**config.mk**
```make
export PLATFORM = sky130hd
export DESIGN_NAME = crc32bsc_byte_step
export DESIGN_NICKNAME = d
export VERILOG_FILES = /design/src/hdl/crc32bsc_pkg.sv /design/src/hdl/crc32bsc_byte_step.sv
export SDC_FILE = /design/constraint.sdc
export NUM_CORES = 1
export LEC_CHECK = 0
export BUFFER_PORTS_ARGS = -buffer_cell sky130_fd_sc_hd__buf_4
export CORE_AREA = 2 2 182 95
export DETAILED_ROUTE_END_ITERATION = 16
export DIE_AREA = 0 0 184 97
export PLACE_DENSITY_LB_ADDON = 0.05
export SLEW_MARGIN = 15
export SYNTH_ARGS = -nofsm -noshare
export SYNTH_HDL_FRONTEND = slang
export SYNTH_SLANG_ARGS = --single-unit
```
**constraint.sdc**
```tcl
create_clock -name vclk -period 4.6
set_clock_uncertainty 0.15 [all_clocks]
set_input_delay 0.69 -clock vclk [all_inputs]
set_output_delay 0.69 -clock vclk [all_outputs]
set_load 0.05 [all_outputs]
```
**src/hdl/crc32bsc_pkg.sv**
```systemverilog
`timescale 1ns / 1ps
// ----------------------------------------------------------------------------
// crc32bsc_pkg: shared types and constants of the CRC-32 byte stream checker
// Register map, field widths and the step result that the byte step hands
// to the top level.
// ----------------------------------------------------------------------------
package crc32bsc_pkg;

	localparam int CRC_W   = 32;
	localparam int BYTE_W  = 8;
	localparam int COUNT_W = 3;
	localparam int ADDR_W  = 3;

	// number of bytes loaded raw before the register is inverted
	localparam logic [COUNT_W-1:0] SEED_BYTES = 3'd4;

	localparam logic [CRC_W-1:0] POLY_RESET = 32'h04C1_1DB7;
	localparam logic [CRC_W-1:0] TOP_BIT    = 32'h8000_0000;

	// register indexes (byte address bits above the word offset)
	localparam logic [ADDR_W-3:0] REG_POLY = 1'b0;

	// next state and optional result of one byte
	typedef struct packed {
		logic [CRC_W-1:0]   remainder;
		logic [COUNT_W-1:0] count;
		logic               result_valid;
		logic [CRC_W-1:0]   crc_value;
		logic               too_short;
	} step_result_t;

endpackage

```
**src/hdl/crc32bsc_byte_step.sv**
```systemverilog
`timescale 1ns / 1ps
// ----------------------------------------------------------------------------
// crc32bsc_byte_step: one byte of the CRC recurrence
// Seeds the register with the first four bytes, then folds each further byte
// in through the table value of the outgoing top byte. On the last byte it
// forms the result and clears the state.
// ----------------------------------------------------------------------------
module crc32bsc_byte_step (
	input  logic [crc32bsc_pkg::CRC_W-1:0]   remainder,
	input  logic [crc32bsc_pkg::COUNT_W-1:0] count,
	input  logic [crc32bsc_pkg::BYTE_W-1:0]  data_byte,
	input  logic                             last_byte,
	input  logic [crc32bsc_pkg::CRC_W-1:0]   polynomial,
	output crc32bsc_pkg::step_result_t       step
);

	// divide the top byte MSB first by the polynomial, eight bit steps
	function automatic logic [crc32bsc_pkg::CRC_W-1:0] table_value(
		input logic [crc32bsc_pkg::BYTE_W-1:0] top_byte,
		input logic [crc32bsc_pkg::CRC_W-1:0]  poly
	);
		logic [crc32bsc_pkg::CRC_W-1:0] r;
		r = {top_byte, 24'h0};
		for (int k = 0; k < crc32bsc_pkg::BYTE_W; k++) begin
			if ((r & crc32bsc_pkg::TOP_BIT) != '0) begin
				r = (r << 1) ^ poly;
			end else begin
				r = r << 1;
			end
		end
		return r;
	endfunction

	logic [crc32bsc_pkg::CRC_W-1:0]   shifted;
	logic [crc32bsc_pkg::CRC_W-1:0]   rem_next;
	logic [crc32bsc_pkg::COUNT_W-1:0] count_next;
	logic                             short_msg;

	assign shifted = {remainder[crc32bsc_pkg::CRC_W-9:0], data_byte};

	// advance the register and the saturating byte count
	always_comb begin
		if (count < crc32bsc_pkg::SEED_BYTES) begin
			count_next = count + 3'd1;
			rem_next   = (count_next == crc32bsc_pkg::SEED_BYTES) ? ~shifted : shifted;
		end else begin
			count_next = count;
			rem_next   = shifted ^ table_value(remainder[crc32bsc_pkg::CRC_W-1 -: 8],
				polynomial);
		end
	end

	assign short_msg = (count_next < crc32bsc_pkg::SEED_BYTES);

	// form the result on the last byte and clear the state
	always_comb begin
		step.result_valid = last_byte;
		step.too_short    = short_msg;
		step.crc_value    = short_msg ? '0 : ~rem_next;
		if (last_byte) begin
			step.remainder = '0;
			step.count     = '0;
		end else begin
			step.remainder = rem_next;
			step.count     = count_next;
		end
	end

endmodule

```
==> summary.txt <==
vias per cell - 6.029
Post-Synthesis Cells - 930
Non-Filler Instances - 1329
Initial DRT Pass Iterations - 5
Tot GR Track Use - 29.96%
pin count of the biggest net entering global routing - 70
Synth Net Count - 1009
sw frac - 52.37%
Worst VDD drop - 311.4 µV
initial antenna violation count - 0
multiplexer area fraction after synthesis - 12.34%
routed vias - 8013
crit path to - step[20]
synth top area cells - xnor2_1 16%, mux2_1 10%, nand2_1 7.6%, nor2b_1 6.4%, nor2_1 6.0%
Slew headroom - 37.29%
Compound-Gate Fraction of Synth Area - 26.52%
layout cells sized above 1 - 50.49%
Final Cell Area - 0.01083 mm²
CP Launch Type - primary input
failing checks - setup timing
Final WS setup - -0.7564 ns
count leader, synth - nand2_1
Tightest Pin Transition - 0.9387 ns
kind of critical path - in -> out
nets - 1200
Synth Area in XOR/XNOR - 19.55%
Final Slew Violations - 0
Horiz. Die Dim - 184 µm
first-pass GRT wire length - 42750 µm
Die ar. - 0.01785 mm²
final hold vios - 0
synth warn - 0
MaxCap Viol Count - 0
Synth Area in Simple Gates - 33.12%
antenna viol nets, final - 0
Max FO, Critical Path - 7
placed cells - 1292
grt met3 use - 8.923%
diode count - 0
# setup viols final - 64
initial core utilization - 39.46%
Row Count - 33
GR peak layer - met1
sequential cell count - 0
Post-DP HPWL - 19280 µm
area leader, netlist - xnor2_1
Hold Path Class - in -> out
mean post-synth cell area - 6.833 µm²
Distinct cells, synth - 68
Data required, critical path - 3.76 ns
Detailed Route WL - 28790 µm
# fillers - 1316
Mapped Area - 0.006355 mm²
combinational fraction of design power - 100.0%
clkbuf count - 0
Remaining Overflow, GRT - 0
maximum clock frequency - 0.1867 GHz
drt drc - 0
Cell Area, Placed - 0.008763 mm²
GPL Wtd Cong - 0.8798
initial drt markers - 783
buffers added on ports - 145
endpoint type of the worst setup path - output pin
Core Area - 0.01610 mm²
fin crit share - 116.4%
CTS Hold Buffers Added - 0
top post-synthesis cells by count - 128 x nand2_1, 118 x xnor2_1, 102 x nor2_1
pwr/cell area - 513.9 mW/mm²
leak pwr - 4.582 nW
CP Launch Point - polynomial[29]
share of the synthesized area in the top cell type - 16.26%
die height - 97 µm
switching power - 2.913 mW
minimum clock period - 5.356 ns
post-place setup slack - -0.8676 ns
M2 GR Usage - 37.74%
register area - 0 µm²
Area Overhead vs Synth - 70.35%
largest family of logic cells by synthesized area - simple AND/OR/NAND/NOR gates
DR WL/cell - 21.66 µm
Int Pwr - 2.649 mW
GRT met1 Usage - 49.30%
worst path arrival time - 4.52 ns
Clk network pwr share - 0%
post-synthesis sequential area ratio - 0%
Synth Area in Adders - 0.5907%
unrepaired setup endpoints after global routing - yes
part of the power in registers - 0%
I/O Pins - 145
status - complete, but fails checks
vias in the first global route - 7348
## worst min path at each step
| stage | start | endpoint | slack (ns) | cells past startpoint |
|---|---|---|---|---|
| floorplan | last_byte | step[33] | 1.40 | 1 |
| global placement | count[1] | step[35] | 1.66 | 4 |
| detailed placement | count[1] | step[35] | 1.67 | 4 |
| CTS | data_byte[0] | step[1] | 1.67 | 4 |
| global route | data_byte[0] | step[1] | 1.69 | 4 |
| finish | data_byte[0] | step[1] | 1.67 | 4 |
## power groups by stage
| stage | Clock [mW] | Sequential (mW) | Combinational (mW) |
|---|---|---|---|
| finish | 0 | 0 | 5.56 |
| global route | 0 | 0 | 5.77 |
| CTS | 0 | 0 | 5.08 |
| detailed placement | 0 | 0 | 3.84 |
| global placement | 0 | 0 | 3.82 |
| floorplan | 0 | 0 | 2.71 |
## routing by layer
metal | wire (µm) | vias to the layer above | share of wire [%]
met4 | 167 | 0 | 0.58
met1 | 14350 | 3830 | 50
met5 | 0 | - | 0
met2 | 10710 | 440 | 37
li1 | - | 3715 | -
met3 | 3568 | 28 | 12
## worst max-delay path, cell delays in order
cell and delay, ns:
buf_4 0.12, and3b_1 0.25, o21a_1 0.25, o21ai_2 0.32, nand4_1 0.22, o211a_4 0.21, xnor2_4 0.14, buf_12 0.14
buf_12 0.12, xor2_4 0.18, buf_12 0.14, buf_12 0.13, buf_16 0.13, and3_4 0.17, a311o_1 0.31, a41o_1 0.23
nor2_2 0.14, buf_6 0.14, mux2_4 0.31, buf_8 0.15
## logic make-up after synthesis
kind of cell / Yosys count
muxes: 70
and+or+nand+nor: 417
AOI/OAI and AO/OA: 192
buffers and inverters: 114
adders and majority gates: 3
xor gates and xnor gates: 134
## what timing repair did
item | 4_1_cts | 5_1_grt
gates resized for setup | 218 | 84
endpoints found under the setup margin | 64 | 64
setup buffers | 31 | 5
pin swaps | 78 | 56
cloned | 11 | 5
## cells in the final DEF (no fill, tap or decap), types with 15 or more instances in the layout
| cell | n |
|---|---|
| nor2_4 | 26 |
| nand3_2 | 23 |
| nor2_1 | 70 |
| xnor2_1 | 105 |
| nor2b_1 | 64 |
| a311o_1 | 27 |
| a21oi_1 | 16 |
| a41o_1 | 28 |
| buf_12 | 20 |
| mux2_4 | 63 |
| a221oi_4 | 15 |
| buf_6 | 49 |
| and3_4 | 15 |
| nand2_1 | 126 |
| o2111ai_2 | 19 |
| buf_4 | 181 |
| and2_1 | 27 |
| buf_8 | 35 |
## cell type report
class | instances | area, µm² | area share, %
multi-input cells | 816 | 7381 | 68.18
repair buffers | 297 | 3159 | 29.18
well taps | 210 | 262.8 | 2.427
inverters | 6 | 22.52 | 0.2080
## per-stage QoR
step	total power [mW]	TNS, ns	hold slack, ns	util (%)
finish	5.563	-44.49	1.667	67.23
global route	5.770	-52.03	1.688	67.23
CTS	5.082	-42.13	1.666	63.95
detailed placement	3.840	-49.70	1.666	54.42
global placement	3.824	-50.90	1.663	54.42
floorplan	2.715	-5.558	1.397	-
(Power assumes the default switching activity.)
